$ cat config.mk
export PLATFORM = sky130hd
export DESIGN_NAME = csrspmv_front
export DESIGN_NICKNAME = d
export VERILOG_FILES = /design/src/rtl/core/csrspmv_pkg.sv /design/src/rtl/core/csrspmv_front.sv
export SDC_FILE = /design/constraint.sdc
export NUM_CORES = 1
export LEC_CHECK = 0
export BUFFER_PORTS_ARGS = -buffer_cell sky130_fd_sc_hd__buf_2
export CORE_AREA = 2 2 67 69
export DETAILED_ROUTE_END_ITERATION = 10
export DIE_AREA = 0 0 69 71
export MAX_ROUTING_LAYER = met4
export PLACE_DENSITY = 0.7
export REMOVE_ABC_BUFFERS = 1
export SYNTH_ARGS = -nofsm -noshare
export SYNTH_HDL_FRONTEND = slang
export SYNTH_SLANG_ARGS = --single-unit
$ cat constraint.sdc
create_clock -name clk -period 1.8 [get_ports clk]
set_clock_uncertainty 0.05 [all_clocks]
set_input_delay 0.18 -clock clk [delete_from_list [all_inputs] [get_ports clk]]
set_output_delay 0.18 -clock clk [all_outputs]
set_load 0.02 [all_outputs]
$ cat src/rtl/core/csrspmv_pkg.sv
`timescale 1ns / 1ps
`default_nettype none

package csrspmv_pkg;

  // block dimensions
  localparam int unsigned VECTOR_LENGTH = 1024;
  localparam int unsigned MAX_ROWS      = 65536;
  localparam int unsigned VEC_AW        = (VECTOR_LENGTH > 1) ? $clog2(VECTOR_LENGTH) : 1;

  // item and result field widths
  localparam int unsigned INDEX_W = 10;
  localparam int unsigned VALUE_W = 32;
  localparam int unsigned ROW_W   = 16;
  localparam int unsigned CNT_W   = 17;
  localparam int unsigned ACC_W   = 48;
  localparam int unsigned PROD_W  = 2 * VALUE_W;

  // queue between front and back
  localparam int unsigned QUEUE_DEPTH = 4;
  localparam int unsigned QUEUE_AW    = $clog2(QUEUE_DEPTH);

  // input opcodes
  localparam logic [1:0] OP_LOAD      = 2'd0;
  localparam logic [1:0] OP_NONZERO   = 2'd1;
  localparam logic [1:0] OP_EMPTY_ROW = 2'd2;
  localparam logic [1:0] OP_UNUSED    = 2'd3;

  // saturation limits
  localparam logic [ACC_W-1:0]   ACC_MAX = {1'b0, {(ACC_W-1){1'b1}}};
  localparam logic [ACC_W-1:0]   ACC_MIN = {1'b1, {(ACC_W-1){1'b0}}};
  localparam logic [VALUE_W-1:0] SUM_MAX = {1'b0, {(VALUE_W-1){1'b1}}};
  localparam logic [VALUE_W-1:0] SUM_MIN = {1'b1, {(VALUE_W-1){1'b0}}};
  localparam logic [CNT_W-1:0]   CNT_MAX = {CNT_W{1'b1}};

  // work kinds handed from front to back
  typedef enum logic [1:0] {
    KIND_LOAD,
    KIND_MAC,
    KIND_EMPTY
  } kind_t;

  // one classified item in the queue
  typedef struct packed {
    kind_t                      kind;
    logic                       emit;
    logic                       in_range;
    logic [INDEX_W-1:0]         index;
    logic signed [VALUE_W-1:0]  value;
  } entry_t;

endpackage

`default_nettype wire

$ cat src/rtl/core/csrspmv_front.sv
`timescale 1ns / 1ps
`default_nettype none

module csrspmv_front
  import csrspmv_pkg::*;
(
  input  wire logic               clk,
  input  wire logic               rst,
  input  wire logic               in_valid,
  output logic                    in_stall,
  input  wire logic [1:0]         opcode,
  input  wire logic [INDEX_W-1:0] index,
  input  wire logic [VALUE_W-1:0] value,
  input  wire logic               row_end,
  input  wire logic               q_full,
  output logic                    push,
  output entry_t                  push_entry
);

  logic   front_valid;
  entry_t front_entry;
  entry_t entry_next;
  logic   keep;
  logic   accept;

  assign in_stall   = front_valid && q_full;
  assign accept     = in_valid && !in_stall;
  assign push       = front_valid && !q_full;
  assign push_entry = front_entry;

  // classify the incoming item
  always_comb begin
    keep                = 1'b1;
    entry_next.kind     = KIND_LOAD;
    entry_next.emit     = 1'b0;
    entry_next.in_range = (32'(index) < VECTOR_LENGTH);
    entry_next.index    = index;
    entry_next.value    = $signed(value);
    unique case (opcode)
      OP_LOAD: begin
        entry_next.kind = KIND_LOAD;
      end
      OP_NONZERO: begin
        entry_next.kind = KIND_MAC;
        entry_next.emit = row_end;
      end
      OP_EMPTY_ROW: begin
        entry_next.kind = KIND_EMPTY;
        entry_next.emit = 1'b1;
      end
      OP_UNUSED: begin
        keep = 1'b0;
      end
      default: begin
        keep = 1'b0;
      end
    endcase
  end

  // holding register in front of the queue; unused opcodes are dropped here
  always_ff @(posedge clk) begin
    if (rst) begin
      front_valid <= 1'b0;
    end else if (accept) begin
      front_valid <= keep;
    end else if (push) begin
      front_valid <= 1'b0;
    end
    if (accept) begin
      front_entry <= entry_next;
    end
  end

endmodule

`default_nettype wire

# After elaboration in Yosys (flattened, before gate mapping)
# Cells that the tools add are included.
# totals
ff_bits	46
inputBits	49
elab_cells	19
out_inout_bits	48
# op_classes
eq_ne	3
n_mux	5
n_reduce_logical	6
# ops
operator	n
$eq A2 B2 Y1 const B	2
$pmux W2 S2	1
$logic_and A1 B1 Y1	3
$mux W1	3
$eq A2 B1 Y1 const B	1
$logic_not A1 Y1	2
$pmux W1 S2	1
$reduce_bool A2 Y1	1

# Longest topological paths before layout
# depth
word_depth	4
depth_mapped	4

# Least setup slack after synthesis
# No wires, ideal clock.
# synth_timing
path_type	flip-flop to flip-flop
start	register front_valid
end	register front_entry (netlist bit push_entry[0]), enable pin
path_stages_with_launch	3
setup_ns	0.407
n_path_buf	0
t_required_ns	1.343
slack_ns	-0.120
t_arrival_ns	1.463
cell_sequence	dfxtp_1 > nand2_2 > and2_1
# synth_via
elab_chain_cells	3
# synth_rtl
element	line	rtl
from (decl)	csrspmv_front.sv:20	logic front_valid;
from (signal assigned)	csrspmv_front.sv:65	front_valid <= keep;
$logic_and A1 B1 Y1	csrspmv_front.sv:26	assign in_stall = front_valid && q_full;
$logic_not A1 Y1	csrspmv_front.sv:27	assign accept = in_valid && !in_stall;
$logic_and A1 B1 Y1	csrspmv_front.sv:27	
net accept	csrspmv_front.sv:24	logic accept;
to (signal assigned)	csrspmv_front.sv:70	front_entry <= entry_next;
to (decl)	csrspmv_front.sv:21	entry_t front_entry;
# The timed path passes the listed nets, and every way through them passes these cells.
# A chain may end at the register's enable or synchronous reset.

# Final worst setup path
# layout_timing
start	register front_valid
end	register front_entry (netlist bit push_entry[5]), enable pin
# Same word-level chain as after synthesis.

==> results.py <==
metrics = {
    "yosys": {
        "ys_types": 13,
        "ys_seq_area_share_pct": 91.41,
        "syn_inst": 63,
        "synth_area_leader_cell": "edfxtp_1",
        "synth_xor_area_share_pct": 0,
        "ys.flop_type": "edfxtp_1",
        "synth_top_area_share_pct": 90.08,
        "synth.most_common_cell": "edfxtp_1",
        "ys_ff_latch": 46,
        "muxShareOfSynthArea_pct": 0,
        "ys_top_cells_by_area": "edfxtp_1, ha_1, dfxtp_1, inv_1, a21oi_2",
        "syn_area_per_cell_um2": 23.81,
        "netlist_area_um2": 1500,
        "synth_top_family_by_area": "adder cells",
        "ys.warnings.count": 0,
        "async_reset_ff_share_pct": 0,
        "synthSimpleGateAreaFrac_pct": 2.002,
        "synthTopCellsByCount": "edfxtp_1, ha_1, inv_1",
        "synth_compound_gate_area_share_pct": 0.9174,
        "synth_enable_flop_cells": 45,
        "synthAdderAreaFrac_pct": 4.170,
    },
    "sta": {
        "setup_viol": 0,
        "hold_ws_ns": 0.01461,
        "finalHoldViolCount": 0,
        "period_share_pct": 70.13,
        "rsz0062_at_grt": "false",
        "fmax_mhz": 792.1,
        "fin_crit_ns": 1.262,
        "slew_violations": 0,
    },
    "floorplanning": {
        "pin_count": 97,
        "die_height_um": 71,
        "die_area_um2": 4899,
        "core_um2": 4204,
        "start_util_pct": 35.68,
        "die_w_um": 69,
        "rows": 24,
    },
    "power_and_ir_drop": {
        "combPwrFrac_pct": 12.2,
        "power_switching_uw": 494.2,
        "vdd_drop_max_uv": 528.5,
        "p_leak_nw": 1.061,
        "cellPowerDensity_nw_per_um2": 953.4,
        "pwr-share-clk_pct": 32.2,
        "finalPower_mw": 2.278,
        "p_sw_share_pct": 21.69,
        "p_int_mw": 1.784,
        "power_frac_seq_pct": 55.6,
    },
    "placed_design": {
        "dp_hpwl_um": 2303,
        "place_inst": 211,
        "postPlaceCellArea_um2": 2049,
        "portBuffers": 95,
        "gp_congestion": 0.7672,
    },
    "route": {
        "drt-wirelength-per-cell_um": 13.29,
        "drc": 0,
        "dr.pass1.iters": 3,
        "vias_per_cell": 4.198,
        "postRouteAntennaNets": 0,
        "drt-initial-drc-count": 33,
        "drt-total-wl_um": 3217,
        "vias": 1016,
    },
    "clocking": {
        "insertion_delay_ns": 0.29,
        "cts-root-buf": "clkbuf_8",
        "cts.path.max_buffers": 2,
        "post-cts-setup-buffer-count": 0,
        "cts_num_sinks": 46,
        "cts_max_level": 2,
        "cts_made_buffers": 5,
        "cts_tree": "yes",
        "cts.clk_slew.worst_paths_ns": 0.08,
    },
    "worst_setup_path": {
        "rrSetupSlack_ns": 0.54,
        "path_delay_family": "flip-flops",
        "r2r_cells": 3,
        "worstPathCellList": "nand2_2, and2_2, buf_4",
        "cp_slowest_cell": "dfxtp_1",
        "r2r-start": "front_valid",
        "worst-path-buf-inv": 1,
        "start_kind": "flip-flop",
        "max_stage_delay_ns": 0.32,
        "critPathMaxFanout": 26,
        "worstSetupPathType": "flip-flop to flip-flop",
        "end_kind": "flip-flop",
        "crit_arrival_ns": 1.17,
        "r2r-end": "push_entry[5]",
        "required_ns": 1.71,
    },
    "grt": {
        "grt_first_pass_wirelength_um": 4968,
        "antenna_found_initial": 0,
        "grt.overflow.total": 0,
        "grt_pass1_vias": 1113,
        "grtUsageTotal_pct": 13.95,
        "grt_max_degree": 27,
    },
    "finish": {
        "final_cells": 242,
        "drive_gt1_share_pct": 56.32,
        "antenna_cells": 0,
        "area_growth_pct": 59.30,
        "final_area_um2": 2390,
        "nNetsFinal": 243,
    },
    "job": {
        "cap_violations": 0,
    },
    "worst_hold_path": {
        "hold_path.class": "input port to flip-flop",
        "hp-start": "value[3]",
        "holdPathStages": 1,
        "hold_end": "push_entry[3]",
    },
    "run_status": {
        "status": "finished clean",
    },
}
==> repair_timing <==
item | 4_1_cts | 5_1_grt
endpoints found under the hold margin | 15 | 8
hold buffers | 15 | 8
resized for setup | 0 | 0
==> metal layers <==
metal | global-route usage [%] | up-vias | routed length [um]
met4 | 6.100 | 0 | 48
met3 | 6.268 | 4 | 299
met5 | - | - | 0
li1 | - | 483 | -
met2 | 23.29 | 61 | 1692
met1 | 14.18 | 468 | 1176
==> power groups by stage <==
stage                     clock (mW)  sequential (mW)  combinational [mW]
final                          0.734             1.27               0.278
after global routing           0.817             1.27               0.298
after CTS                      0.768             1.27               0.266
after detailed placement           0             1.29               0.241
after global placement             0             1.29               0.234
after floorplan                    0             1.37              0.0336
==> how the worst max path moves through the flow <==
| stage | startpoint | to | cells after the start |
|---|---|---|---|
| 6_report | front_valid | push_entry[5] | 3 |
| 5_1_grt | front_valid | push_entry[41] | 3 |
| 4_1_cts | front_valid | push_entry[5] | 3 |
| 3_5_place_dp | front_valid | push_entry[18] | 3 |
| 3_3_place_gp | q_full | push_entry[1] | 4 |
| 2_1_floorplan | front_valid | push_entry[0] | 2 |
==> cell type report <==
class / instances / area, um2
multi-input combinational: 13 / 111.4
fill: 354 / 1814
clock buffer: 6 / 72.57
sequential: 46 / 1371
clock inverter: 2 / 37.54
timing repair buffer: 120 / 720.7
inverter: 3 / 11.26
tap: 52 / 65.06
==> stage by stage <==
stage | TNS, ns | utilization, % | setup slack [ns]
6_report | 0 | 56.85 | 0.5376
5_1_grt | 0 | 56.85 | 0.4766
4_1_cts | 0 | 54.94 | 0.5393
3_5_place_dp | 0 | 48.75 | 0.5530
3_3_place_gp | 0 | 48.75 | 0.5997
2_1_floorplan | -5.414 | - | -0.1203
==> cells in the final DEF, fill, tap and decap left out, drive strengths merged <==
cell and n:
and2 1, bufinv 1, nor2 1, nand2 1
dfxtp 1, clkbuf 6, nand2b 1, and2b 1
clkinvlp 1, inv 3, buf 97, ha 5
conb 1, a21oi 2, dlygate4sd3 23, edfxtp 45
==> logic make-up after synthesis <==
family | Yosys count
AND/OR/NAND/NOR | 5
buffers and inverters | 4
flip-flops | 46
AO/OA/AOI/OAI | 2
other | 1
adder cells (fa/ha/maj) | 5
==> worst register-to-register path, cell delays in order, from the launching register on <==
cell	delay, ns
dfxtp_1	0.32
nand2_2	0.08
and2_2	0.15
buf_4	0.32
==> sequential cells by signal (all words and copies together) (netlist names) <==
| name | count |
|---|---|
| push_entry | 45 |
| front_valid | 1 |
Power figures use the tool's default switching activity.
