<file path="config.mk">
export PLATFORM = sky130hd
export DESIGN_NAME = csrspmv_queue
export DESIGN_NICKNAME = d
export VERILOG_FILES = /design/src/rtl/core/csrspmv_pkg.sv /design/src/rtl/core/csrspmv_queue.sv
export SDC_FILE = /design/constraint.sdc
export NUM_CORES = 1
export LEC_CHECK = 0
export ABC_CLOCK_PERIOD_IN_PS = 6000
export BUFFER_PORTS_ARGS = -buffer_cell sky130_fd_sc_hd__buf_2
export CELL_PAD_IN_SITES_DETAIL_PLACEMENT = 0
export CELL_PAD_IN_SITES_GLOBAL_PLACEMENT = 2
export CORE_ASPECT_RATIO = 1.2
export CORE_MARGIN = 2
export CORE_UTILIZATION = 45
export DETAILED_ROUTE_END_ITERATION = 10
export MAX_ROUTING_LAYER = met4
export PLACE_DENSITY_LB_ADDON = 0.05
export SETUP_SLACK_MARGIN = 0.5
export SYNTH_ARGS = -nofsm -noshare
export SYNTH_HDL_FRONTEND = slang
export SYNTH_SLANG_ARGS = --single-unit
</file>
<file path="constraint.sdc">
create_clock -name clk -period 6 [get_ports clk]
set_input_delay 0.3 -clock clk [delete_from_list [all_inputs] [get_ports clk]]
set_output_delay 0.3 -clock clk [all_outputs]
set_load 0.02 [all_outputs]
</file>
<file path="src/rtl/core/csrspmv_pkg.sv">
`timescale 1ns / 1ps
`default_nettype none

package csrspmv_pkg;

  // block dimensions
  localparam int unsigned VECTOR_LENGTH = 1024;
  localparam int unsigned MAX_ROWS      = 65536;
  localparam int unsigned VEC_AW        = (VECTOR_LENGTH > 1) ? $clog2(VECTOR_LENGTH) : 1;

  // item and result field widths
  localparam int unsigned INDEX_W = 10;
  localparam int unsigned VALUE_W = 32;
  localparam int unsigned ROW_W   = 16;
  localparam int unsigned CNT_W   = 17;
  localparam int unsigned ACC_W   = 48;
  localparam int unsigned PROD_W  = 2 * VALUE_W;

  // queue between front and back
  localparam int unsigned QUEUE_DEPTH = 4;
  localparam int unsigned QUEUE_AW    = $clog2(QUEUE_DEPTH);

  // input opcodes
  localparam logic [1:0] OP_LOAD      = 2'd0;
  localparam logic [1:0] OP_NONZERO   = 2'd1;
  localparam logic [1:0] OP_EMPTY_ROW = 2'd2;
  localparam logic [1:0] OP_UNUSED    = 2'd3;

  // saturation limits
  localparam logic [ACC_W-1:0]   ACC_MAX = {1'b0, {(ACC_W-1){1'b1}}};
  localparam logic [ACC_W-1:0]   ACC_MIN = {1'b1, {(ACC_W-1){1'b0}}};
  localparam logic [VALUE_W-1:0] SUM_MAX = {1'b0, {(VALUE_W-1){1'b1}}};
  localparam logic [VALUE_W-1:0] SUM_MIN = {1'b1, {(VALUE_W-1){1'b0}}};
  localparam logic [CNT_W-1:0]   CNT_MAX = {CNT_W{1'b1}};

  // work kinds handed from front to back
  typedef enum logic [1:0] {
    KIND_LOAD,
    KIND_MAC,
    KIND_EMPTY
  } kind_t;

  // one classified item in the queue
  typedef struct packed {
    kind_t                      kind;
    logic                       emit;
    logic                       in_range;
    logic [INDEX_W-1:0]         index;
    logic signed [VALUE_W-1:0]  value;
  } entry_t;

endpackage

`default_nettype wire

</file>
<file path="src/rtl/core/csrspmv_queue.sv">
`timescale 1ns / 1ps
`default_nettype none

module csrspmv_queue
  import csrspmv_pkg::*;
(
  input  wire logic clk,
  input  wire logic rst,
  input  wire logic push,
  input  entry_t    push_entry,
  output logic      full,
  output logic      not_empty,
  input  wire logic pop,
  output entry_t    head
);

  entry_t              slots [QUEUE_DEPTH];
  logic [QUEUE_AW-1:0] wptr;
  logic [QUEUE_AW-1:0] rptr;
  logic [QUEUE_AW:0]   count;

  assign full      = (32'(count) == QUEUE_DEPTH);
  assign not_empty = (count != '0);
  assign head      = slots[rptr];

  // pointers and fill count
  always_ff @(posedge clk) begin
    if (rst) begin
      wptr  <= '0;
      rptr  <= '0;
      count <= '0;
    end else begin
      if (push) begin
        wptr <= (32'(wptr) == QUEUE_DEPTH - 1) ? '0 : wptr + 1'b1;
      end
      if (pop) begin
        rptr <= (32'(rptr) == QUEUE_DEPTH - 1) ? '0 : rptr + 1'b1;
      end
      if (push && !pop) begin
        count <= count + 1'b1;
      end else if (pop && !push) begin
        count <= count - 1'b1;
      end
    end
    if (push) begin
      slots[wptr] <= push_entry;
    end
  end

`ifndef SYNTHESIS
  a_count_bound: assert property (@(posedge clk) disable iff (rst)
    32'(count) <= QUEUE_DEPTH)
    else $error("queue fill count beyond depth");

  a_no_pop_empty: assert property (@(posedge clk) disable iff (rst)
    pop |-> not_empty)
    else $error("queue popped while empty");
`endif

endmodule

`default_nettype wire

</file>
* Yosys cells after proc, flatten, opt, wreduce, memory -nomap -nowiden *
Memories as Yosys holds them, arrays and structs flattened. A register that Yosys moved wholly into a read port is not among the register bits.
Index checks and enable logic that the tools add are counted.

operators by class
  add/sub/neg operators = 4
  eq/ne operators = 3
  reduce and logical (&&, ||, !) cells = 6
  multiplexer cells = 8

operators with widths
  kind                   count
  $mux W2                4
  $mux W3                2
  $add A2 B1 Y2 const B  2
  $eq A2 B2 Y1 const B   2
  $add A3 B1 Y3 const B  1
  $eq A3 B3 Y1 const B   1
  $reduce_bool A3 Y1     1
  $sub A3 B1 Y3 const B  1
  $logic_and A1 B1 Y1    2
  $logic_not A1 Y1       2
  $mux W1                2
  $reduce_bool A2 Y1     1

storage, ports and cells
  bits in writable memories = 184
  input port bits = 50
  memories kept = 1
  word-level logic and storage cells = 25
  bits in registers = 7
  output and inout port bits = 48

memories
  name   words  width  rd ports  clocked after memory_dff  wr ports  line                 source
  slots  4      46     1         1                         1         csrspmv_queue.sv:17  entry_t slots [QUEUE_DEPTH];

* Longest topological paths before layout *
Gate-level depths: netlist (run 1).

  depth in word-level cells = 4
  mapped depth = 7
  depth with buffers taken out = 7

* Least setup slack after synthesis (run 1) *
No wires, ideal clock.

  path type = reg-to-reg
  start point = reg wptr[0]
  end point = mem slots[3][0] (netlist bit), enable pin
  arrival = 1.653 ns
  slack = 3.939 ns
  path buffers = 0
  stages on the path, launching flop included = 3
  cells stage by stage = dfxtp_1 ha_1 and2_1

RTL lines
  what                    line                 source
  start, declared         csrspmv_queue.sv:18  logic [QUEUE_AW-1:0] wptr;
  start signal, assigned  csrspmv_queue.sv:34  wptr <= (32'(wptr) == QUEUE_DEPTH - 1) ? '0 : wptr + 1'b1;
  end, declared           csrspmv_queue.sv:17

No word-level cell before the write port.

==> results.py, run 1 <==
metrics = {
    "logic_synthesis": {
        "synth_top_area_cell": "edfxtp_1",
        "netlist_instances": 284,
        "netlist_top_cells_area": "edfxtp_1 (77%), mux4_2 (13%), dfxtp_1 (2.5%), mux4_1 (2.2%), buf_12 (1.1%)",
        "synth_area_um2": 7142,
        "ys_warn_count": 0,
        "synth-seq-area-share": 0.7989,
        "avgSynthCellArea_um2": 25.15,
        "ys_seq_elements": 193,
        "synth_top_area_frac": 0.7737,
        "yosysUniqueCellTypes": 19,
        "synth_nets": 341,
    },
    "sta": {
        "rsz0062_at_grt": "false",
        "final.setup_skew_ps": 5.056,
        "setup_tns_ps": 0,
        "period_needed_ps": 2558,
        "hold_viol": 0,
        "setup_violations": 0,
        "min_period_over_period": 0.4263,
        "maxSlewViolCount": 0,
        "setup_slack_ps": 3442,
        "worstMarginPinSlew_ps": 961.5,
        "slew_headroom": 0.3590,
        "fmax_mhz": 391.0,
    },
    "clock_tree": {
        "tritoncts": "built",
        "path_clk_slew_ps": 70,
        "cts_buffers": 17,
        "cts.repair.resized": 0,
        "ctsHoldBuffers": 0,
        "clk_latency_ps": 430,
        "clk_path_buf_depth": 2,
        "h-tree-depth": 4,
        "cts_setup_buffers": 0,
        "cts.sinks": 193,
        "cts_root_buf": "clkbuf_16",
    },
    "route": {
        "vias": 3181,
        "drc": 0,
        "vias_per_cell": 5.147,
        "postRouteAntennaNets": 0,
        "first_iter_violations": 234,
        "drt_pass1_iterations": 4,
        "drt_wl_total_um": 12190,
        "avgRoutedWirePerCell_um": 19.72,
    },
    "critical_path": {
        "timing.rr.end": "slots[3][28]",
        "worstSetupPathType": "flop to output pin",
        "rrSetupSlack_ps": 4010,
        "arrival_ps": 2260,
        "rr_worst_depth": 3,
        "slowest_stage": "dfxtp_4",
        "crit_fanout": 46,
        "regToRegStartpoint": "wptr[0]",
        "crit_chain": "mux4_1, buf_2",
        "critical_path.max_stage_delay_ps": 970,
        "cp-start-kind": "flop",
        "endpoint_kind": "output pin",
        "cp_data_required_time_ps": 5700,
    },
    "hold_path": {
        "min_to": "slots[3][42]",
        "min_path_type": "input port to flop",
        "hold_depth": 1,
        "min_from": "push_entry[42]",
    },
    "global_route": {
        "track_usage": 0.1572,
        "grt_remaining_overflow": 0,
        "antenna_found_initial": 1,
        "grt_pass1_vias": 3339,
        "grt_max_degree": 47,
        "grt_pass1_wl_um": 18700,
    },
    "finish": {
        "instances_no_fill": 618,
        "nNetsFinal": 452,
        "synthToLayoutAreaGrowth_pct": 18.19,
        "final_cell_mix": "edfxtp_1 (184), buf_2 (97), mux4_2 (40), clkbuf_16 (17)",
        "layout_commonest_cell": "edfxtp_1",
        "stdcell_area_um2": 8441,
        "fin_util": 0.5418,
        "layout-drive-gt1-share": 0.4363,
    },
    "placed_design": {
        "hpwl_um": 6981,
        "io_buffers": 97,
        "gp_congestion": 0.6296,
        "dp_slack_ps": 3788,
        "postPlaceCellArea_um2": 7819,
        "dp_cells": 584,
    },
    "floorplan": {
        "dieArea_um2": 16900,
        "die_h_um": 142,
        "fp-row-count": 50,
        "die_w_um": 119,
        "io_pins": 98,
        "coreArea_um2": 15580,
        "start_util": 0.4585,
    },
    "power": {
        "switchingPower_uw": 651.6,
        "ir_worst_vdd_mv": 0.1578,
        "p_seq_frac": 0.523,
        "pwr-share-clk": 0.387,
        "power_density_nw_per_um2": 355.6,
        "p_comb_frac": 0.090,
        "p_leak_nw": 2.882,
        "swShare": 0.2171,
        "p_int_mw": 2.350,
    },
    "flow_run": {
        "cap_violations": 0,
    },
    "outcome": {
        "status": "finished clean",
    },
}
-- power by group through the flow --
stage / sequential (mW) / combinational (mW) / clock, mW
after floorplan: 1.58 / 0.193 / 0
after global placement: 1.60 / 0.272 / 0
after CTS: 1.57 / 0.276 / 1.19
after global routing: 1.58 / 0.291 / 1.24
final: 1.57 / 0.269 / 1.16
after detailed placement: 1.60 / 0.275 / 0
-- state kept, by name, summed over array words and instances, names as in the netlist, named ones only --
| register | flops |
|---|---|
| rptr | 2 |
| slots | 184 |
| wptr | 2 |
| count | 3 |
-- cell usage after synthesis --
master and n:
edfxtp_1 184, mux4_2 40, dfxtp_1 9, nor2_1 7, ha_1 6, mux4_1 6, and2_1 4, buf_12 4
buf_2 4, inv_1 4, mux2i_1 4, a21oi_1 2, nor3b_1 2, or3_1 2, xor2_1 2, buf_6 1
clkbuf_2 1, fa_1 1, o21ai_0 1
-- kinds of logic (layout without fill, tap and decap cells) --
family | after synthesis | count (layout) | synth area share
flops | 193 | 193 | 0.7989
mux | 50 | 50 | 0.1538
simple gates | 15 | 15 | 0.01104
buf+inv | 14 | 138 | 0.01839
fa+ha+maj | 7 | 7 | 0.01331
compound gates | 3 | 3 | 0.002102
xor+xnor | 2 | 2 | 0.002453
other cells | 0 | 2 | 0
-- layout make-up --
cell class                      instances  area (µm²)
Antenna cell                            2       5.005
Clock buffer                           18       429.2
Clock inverter                         14       187.7
Fill cell                            1218        7137
Timing Repair Buffer                  102       523.0
Tap cell                              208       260.3
Inverter                                4       15.01
Multi-Input combinational cell         77        1310
Sequential cell                       193        5710
-- worst max-delay path by stage --
stage                        from     endpoint  slack (ps)
after CTS                    flop     head[39]        3330
after global placement       flop     head[28]        3780
after detailed placement     flop     head[28]        3790
final                        flop     head[28]        3440
after floorplan           wptr[0]  slots[3][0]        3940
after global routing         flop     head[28]        3250
-- stage by stage --
step / hold slack [ps] / power, mW
2_1_floorplan: 369.1 / 1.777
3_3_place_gp: 478.7 / 1.872
3_5_place_dp: 487.2 / 1.878
4_1_cts: 65.06 / 3.039
5_1_grt: 70.04 / 3.107
6_report: 83.73 / 3.002
-- layer usage --
layer | part of all wire | GRT usage | wire, µm
met2 | 0.50 | 0.2420 | 6120
met3 | 0.038 | 0.03606 | 464
met4 | 0.018 | 0.06579 | 214
met1 | 0.44 | 0.2042 | 5390
met5 | 0 | - | 0
-- critical path, delay by kind of cell, from the launching register on --
family,cells,cell delay (ps)
DFF,1,970
muxes,1,650
buffers and inverters,1,170
(Power assumes the default switching activity.)
==> run 2, diff against run 1 <==
ABC_AREA = 1   (was unset)
ABC_CLOCK_PERIOD_IN_PS = 2200   (was 6000)
CORE_UTILIZATION = 36   (was 45)
clock period = 2.2 ns   (was 6 ns; I/O delays follow)
==> run 2 against run 1 <==
Compared with the run above:
- sequential power increased to 2.7 times the previous value
- register-to-register slack got worse by 3300 ps
- setup slack got worse by 3000 ps
- clock skew increased by 14 ps
- cell count increased by 55%
- critical path depth increased by 3
- via count increased by 49%
==> results.py, run 2 <==
metrics = {
    "global_route": {
        "track_usage": 0.1874,
        "grt_pass1_vias": 4872,
        "grt_remaining_overflow": 0,
        "grt_max_degree": 47,
        "antenna_found_initial": 0,
        "grt_pass1_wl_um": 28490,
    },
    "clock_tree": {
        "cts.sinks": 193,
        "path_clk_slew_ps": 70,
        "tritoncts": "built",
        "cts_root_buf": "clkbuf_16",
        "cts_buffers": 17,
        "h-tree-depth": 4,
        "clk_latency_ps": 440,
        "clk_path_buf_depth": 2,
    },
    "sta": {
        "hold_viol": 0,
        "min_period_over_period": 0.8176,
        "final.setup_skew_ps": 18.69,
        "setup_violations": 0,
        "setup_tns_ps": 0,
        "rsz0062_at_grt": "true",
        "fmax_mhz": 555.9,
        "setup_slack_ps": 401.2,
        "maxSlewViolCount": 0,
        "period_needed_ps": 1799,
        "slew_headroom": 0.7087,
        "worstMarginPinSlew_ps": 436.9,
    },
    "power": {
        "p_leak_nw": 3.655,
        "ir_worst_vdd_mv": 0.5611,
        "power_density_nw_per_um2": 850.7,
        "total_power_mw": 8.741,
    },
    "hold_path": {
        "hold_depth": 3,
        "min_path_type": "input port to flop",
        "min_to": "wptr[1]",
        "min_from": "push",
    },
    "finish": {
        "instances_no_fill": 956,
        "final_cell_mix": "edfxtp_1 (184), nor2_1 (83), buf_2 (52), dlygate4sd3_1 (48)",
        "regMostFlops": "slots",
        "fillers": 1733,
        "synthToLayoutAreaGrowth_pct": 41.08,
        "diodes": 0,
        "layout-drive-gt1-share": 0.3546,
        "largestRegisters": "slots (184), count (3)",
        "nNetsFinal": 735,
        "largest_reg_flops": 184,
        "register_area_um2": 5714,
        "multi_input_area_um2": 1703,
        "layout_commonest_cell": "edfxtp_1",
        "fin_util": 0.5127,
    },
    "route": {
        "drt_wl_total_um": 19360,
        "drc": 0,
        "vias_per_cell": 4.971,
        "avgRoutedWirePerCell_um": 20.25,
        "drt_pass1_iterations": 4,
        "first_iter_violations": 294,
        "postRouteAntennaNets": 0,
        "vias": 4752,
    },
    "critical_path": {
        "worstSetupPathType": "flop to output pin",
        "path_delay_family": "buffers and inverters",
        "cp_data_required_time_ps": 2090,
        "rr_worst_depth": 5,
        "arrival_ps": 1690,
        "crit_chain": "buf_12, clkbuf_16, o21ai_2, o22ai_2, buf_6",
        "timing.rr.end": "slots[1][8]",
        "slowest_stage": "dfxtp_4",
        "cp-start-kind": "flop",
        "critical_path.max_stage_delay_ps": 390,
        "path_buf_inv": 3,
        "endpoint_kind": "output pin",
        "rrSetupSlack_ps": 700,
        "regToRegStartpoint": "wptr[1]",
        "crit_fanout": 6,
    },
    "logic_synthesis": {
        "synthArstFlopShare": 0,
        "synth_edf_count": 184,
        "netlist_top_cells_area": "edfxtp_1 (76%), nor2_1 (5.2%), o21ai_0 (4.2%), o22ai_1 (4.0%), dfxtp_1 (2.5%)",
        "synth_nets": 562,
        "synth_top_area_frac": 0.7586,
        "ys_warn_count": 0,
        "avgSynthCellArea_um2": 14.42,
        "synth-seq-area-share": 0.7834,
        "synth_top_area_cell": "edfxtp_1",
        "ys_seq_elements": 193,
        "yosysUniqueCellTypes": 21,
        "synth_area_um2": 7283,
        "synthFlopType": "edfxtp_1",
        "synthTopCellsByCount": "edfxtp_1 (184), nor2_1 (101), o21ai_0 (61), o22ai_1 (46), o21ai_1 (34)",
        "yosysMostFrequentCell": "edfxtp_1",
        "netlist_instances": 505,
    },
    "outcome": {
        "status": "finished clean",
    },
    "floorplan": {
        "start_util": 0.3634,
        "die_h_um": 159.8,
        "io_pins": 98,
        "fp-row-count": 57,
        "dieArea_um2": 21390,
        "coreArea_um2": 20040,
        "die_w_um": 133.8,
    },
    "placed_design": {
        "io_buffers": 97,
        "gp_congestion": 0.6796,
        "hpwl_um": 9012,
        "dp_cells": 852,
        "dp_slack_ps": 507.6,
    },
    "flow_run": {
        "cap_violations": 0,
    },
}
## run 2: changes by cell type after synthesis, sizes merged, moves of 3 or more
cell	delta
buf	+9
inv	+11
mux2i	-4
nor2	+94
nor3	+3
clkbuf	+10
mux4	-46
o21ai	+94
and2	-4
nand2	+9
o22ai	+46
## run 2: cell type report
cell class	instances	area share
clock inverter	14	0.01522
sequential	193	0.5561
tap	265	0.03227
multi-input combinational	267	0.1657
clock buffer	18	0.04177
inverter	16	0.01011
timing repair inverter	3	0.003531
timing repair buffer	180	0.1752
## run 2: timing repair
action,4_1_cts,5_1_grt
hold buffers,48,0
endpoints found under the hold margin,190,0
resized for setup,87,102
pin swaps,7,18
endpoints found under the setup margin,46,46
gates cloned,10,5
buffers inserted,9,0
## run 2: metal layers
layer	global-route usage	vias to the layer above	routed length (µm)
met5	-	-	0
met4	0.05077	0	181
met3	0.03714	16	556
met2	0.3082	98	9761
met1	0.2375	2399	8860
li1	-	2239	-
## run 2: worst min-delay path: stages
cell and delay (ps):
buf_2 150, inv_1 110, a21oi_1 70
## run 2: power breakdown
part | internal, mW | switching, mW | leakage [nW]
clock | 1.69 | 1.37 | 0.279
combinational | 0.621 | 0.806 | 1.61
sequential | 4.19 | 0.0581 | 1.77
total | 6.51 | 2.23 | 3.65
## run 2: through the flow
step,area (µm²),hold slack [ps]
floorplan,7307,175.0
global placement,8127,323.5
detailed placement,8127,326.3
CTS,9788,46.49
global route,10270,100.5
finish,10270,45.58
## run 2: kinds of logic (layout without fill, tap and decap cells)
kind of cell             count (synthesis)  in the layout  share of synthesized area
AO/OA/AOI/OAI                          144            144                     0.1069
XOR/XNOR                                 1              1                   0.001203
adder cells (fa/ha/maj)                  7              7                    0.01306
buffers and inverters                   45            231                    0.03522
flip-flops                             193            193                     0.7834
AND/OR/NAND/NOR                        115            115                    0.06030
## run 2: worst max-delay path by stage
stage,cells after the start,from,to
5_1_grt,5,flop,head[42]
2_1_floorplan,4,wptr[0],slots[0][0]
3_5_place_dp,5,flop,head[26]
4_1_cts,6,flop,head[38]
3_3_place_gp,5,flop,head[16]
6_report,5,flop,head[27]
==> run 3, diff against run 2 <==
ABC_AREA = 0   (was 1)
ABC_CLOCK_PERIOD_IN_PS = 1700   (was 2200)
CORE_UTILIZATION = 45   (was 36)
clock period = 1.7 ns   (was 2.2 ns; I/O delays follow)
==> run 3 against run 2 <==
Compared with the run above:
- the run now ends with negative setup slack left
- first-iteration DRC count fell by 34%
- design area down 1.2%
- via count is 23% lower
- critical endpoint is now head[20]
- largest power group unchanged
==> results.py, run 3 (synthesized netlist as in run 1, its figures left out) <==
metrics = {
    "finish": {
        "largestRegisters": "slots (184), count (3)",
        "diodes": 0,
        "layout-drive-gt1-share": 0.4900,
        "layout_commonest_cell": "edfxtp_1",
        "stdcell_area_um2": 10160,
        "synthToLayoutAreaGrowth_pct": 42.20,
        "regMostFlops": "slots",
        "final_cell_mix": "edfxtp_1 (184), buf_2 (84), dlygate4sd3_1 (47), mux4_2 (46), clkbuf_16 (27)",
        "nNetsFinal": 546,
        "largest_reg_flops": 184,
        "fin_util": 0.6520,
    },
    "critical_path": {
        "arrival_ps": 1800,
        "worstSetupPathType": "flop to output pin",
        "cp-start-kind": "flop",
        "cp_data_required_time_ps": 1620,
        "endpoint_kind": "output pin",
        "crit_fanout": 15,
    },
    "floorplan": {
        "io_pins": 98,
        "coreArea_um2": 15580,
        "dieArea_um2": 16900,
        "start_util": 0.4585,
        "die_h_um": 142,
        "die_w_um": 119,
        "fp-row-count": 50,
    },
    "power": {
        "ir_worst_vdd_mv": 0.7995,
        "switchingPower_mw": 2.398,
        "power_density_nw_per_um2": 1092,
        "p_int_mw": 8.696,
        "pwr-share-clk": 0.364,
        "p_comb_frac": 0.139,
        "p_seq_frac": 0.497,
        "total_power_mw": 11.09,
        "p_leak_nw": 3.564,
        "swShare": 0.2161,
    },
    "clock_tree": {
        "cts_root_buf": "clkbuf_16",
        "cts_buffers": 17,
        "cts.sinks": 193,
        "clk_latency_ps": 420,
        "path_clk_slew_ps": 60,
        "clk_path_buf_depth": 2,
        "tritoncts": "built",
        "h-tree-depth": 4,
    },
    "global_route": {
        "grt_pass1_wl_um": 21220,
        "antenna_found_initial": 0,
        "track_usage": 0.1817,
        "grt_pass1_vias": 3813,
        "grt_max_degree": 47,
        "grt_remaining_overflow": 0,
    },
    "sta": {
        "final.setup_skew_ps": 5.600,
        "rsz0062_at_grt": "true",
        "worstMarginPinSlew_ps": 329.3,
        "min_period_over_period": 1.110,
        "period_needed_ps": 1887,
        "fmax_mhz": 530.0,
        "slew_headroom": 0.7805,
        "setup_slack_ps": -186.8,
        "maxSlewViolCount": 0,
        "hold_viol": 0,
        "setup_violations": 46,
        "timing.hold.ws_ps": 15.50,
    },
    "route": {
        "drt_pass1_iterations": 4,
        "drt_wl_total_um": 14840,
        "drc": 0,
        "avgRoutedWirePerCell_um": 20.91,
        "postRouteAntennaNets": 0,
        "vias_per_cell": 5.128,
        "vias": 3641,
        "first_iter_violations": 194,
    },
    "hold_path": {
        "min_path_type": "input port to flop",
    },
    "placed_design": {
        "hpwl_um": 7170,
        "io_buffers": 97,
        "dp_slack_ps": 164.6,
        "gp_congestion": 0.6750,
        "postPlaceCellArea_um2": 7986,
    },
    "flow_run": {
        "cap_violations": 0,
    },
    "outcome": {
        "status": "finished with violations",
        "failed_checks": "negative setup slack",
    },
}
-- run 3: cell types whose count changed in the layout (fill, tap and decap cells not counted), sizes merged, moves of 11 or more --
cell / change
mux4: +46
buf: +11
o21ai: -94
o22ai: -46
inv: -12
nor2: -94
-- run 3: layer usage --
metal  part of all wire  vias up  GRT usage
li1                   -     1626          -
met1               0.44     1918     0.2223
met2               0.51       88     0.2904
met3              0.043        9    0.05609
met4             0.0088        0    0.06266
met5                  0        -          -
-- run 3: critical path: stages, from the launching register on --
cell and delay (ps):
dfxtp_4 440, buf_16 200, mux4_2 550, buf_2 180
-- run 3: stage by stage --
| step | std cells | TNS (ps) |
|---|---|---|
| 6_report | 710 | -6412 |
| 5_1_grt | 710 | -9868 |
| 4_1_cts | 694 | -7905 |
| 3_5_place_dp | 589 | 0 |
| 3_3_place_gp | 589 | 0 |
| 2_1_floorplan | 284 | 0 |
-- run 3: power groups by stage --
stage / clock network (mW) / logic [mW] / registers [mW]
after floorplan: 0 / 0.700 / 5.59
after global routing: 4.29 / 1.64 / 5.53
after CTS: 4.11 / 1.42 / 5.51
final: 4.04 / 1.54 / 5.52
after detailed placement: 0 / 1.10 / 5.61
after global placement: 0 / 1.09 / 5.60
-- run 3: area by class of cell --
type | count | area, µm²
Inverter | 4 | 20.02
Timing Repair Buffer | 196 | 2177
Multi-Input combinational cell | 77 | 1371
Clock inverter | 13 | 167.7
Fill cell | 1068 | 5421
Tap cell | 208 | 260.3
Clock buffer | 19 | 432.9
Sequential cell | 193 | 5727
-- run 3: final timing paths --
check	startpoint	endpoint	slack [ps]	depth (start not counted)
max reg2reg	count[1]	count[2]	290	4
max	flop	head[20]	-190	3
min reg2reg	count[2]	count[2]	530	2
min	pop	flop	20	3
-- run 3: repair_timing --
action                                 CTS  global route
setup endpoints to repair              185           233
setup buffers                           13             4
endpoints found under the hold margin  193             0
cloned                                  13            12
pin swaps                                2             4
gates resized for setup                 52            19
hold buffers                            47             0
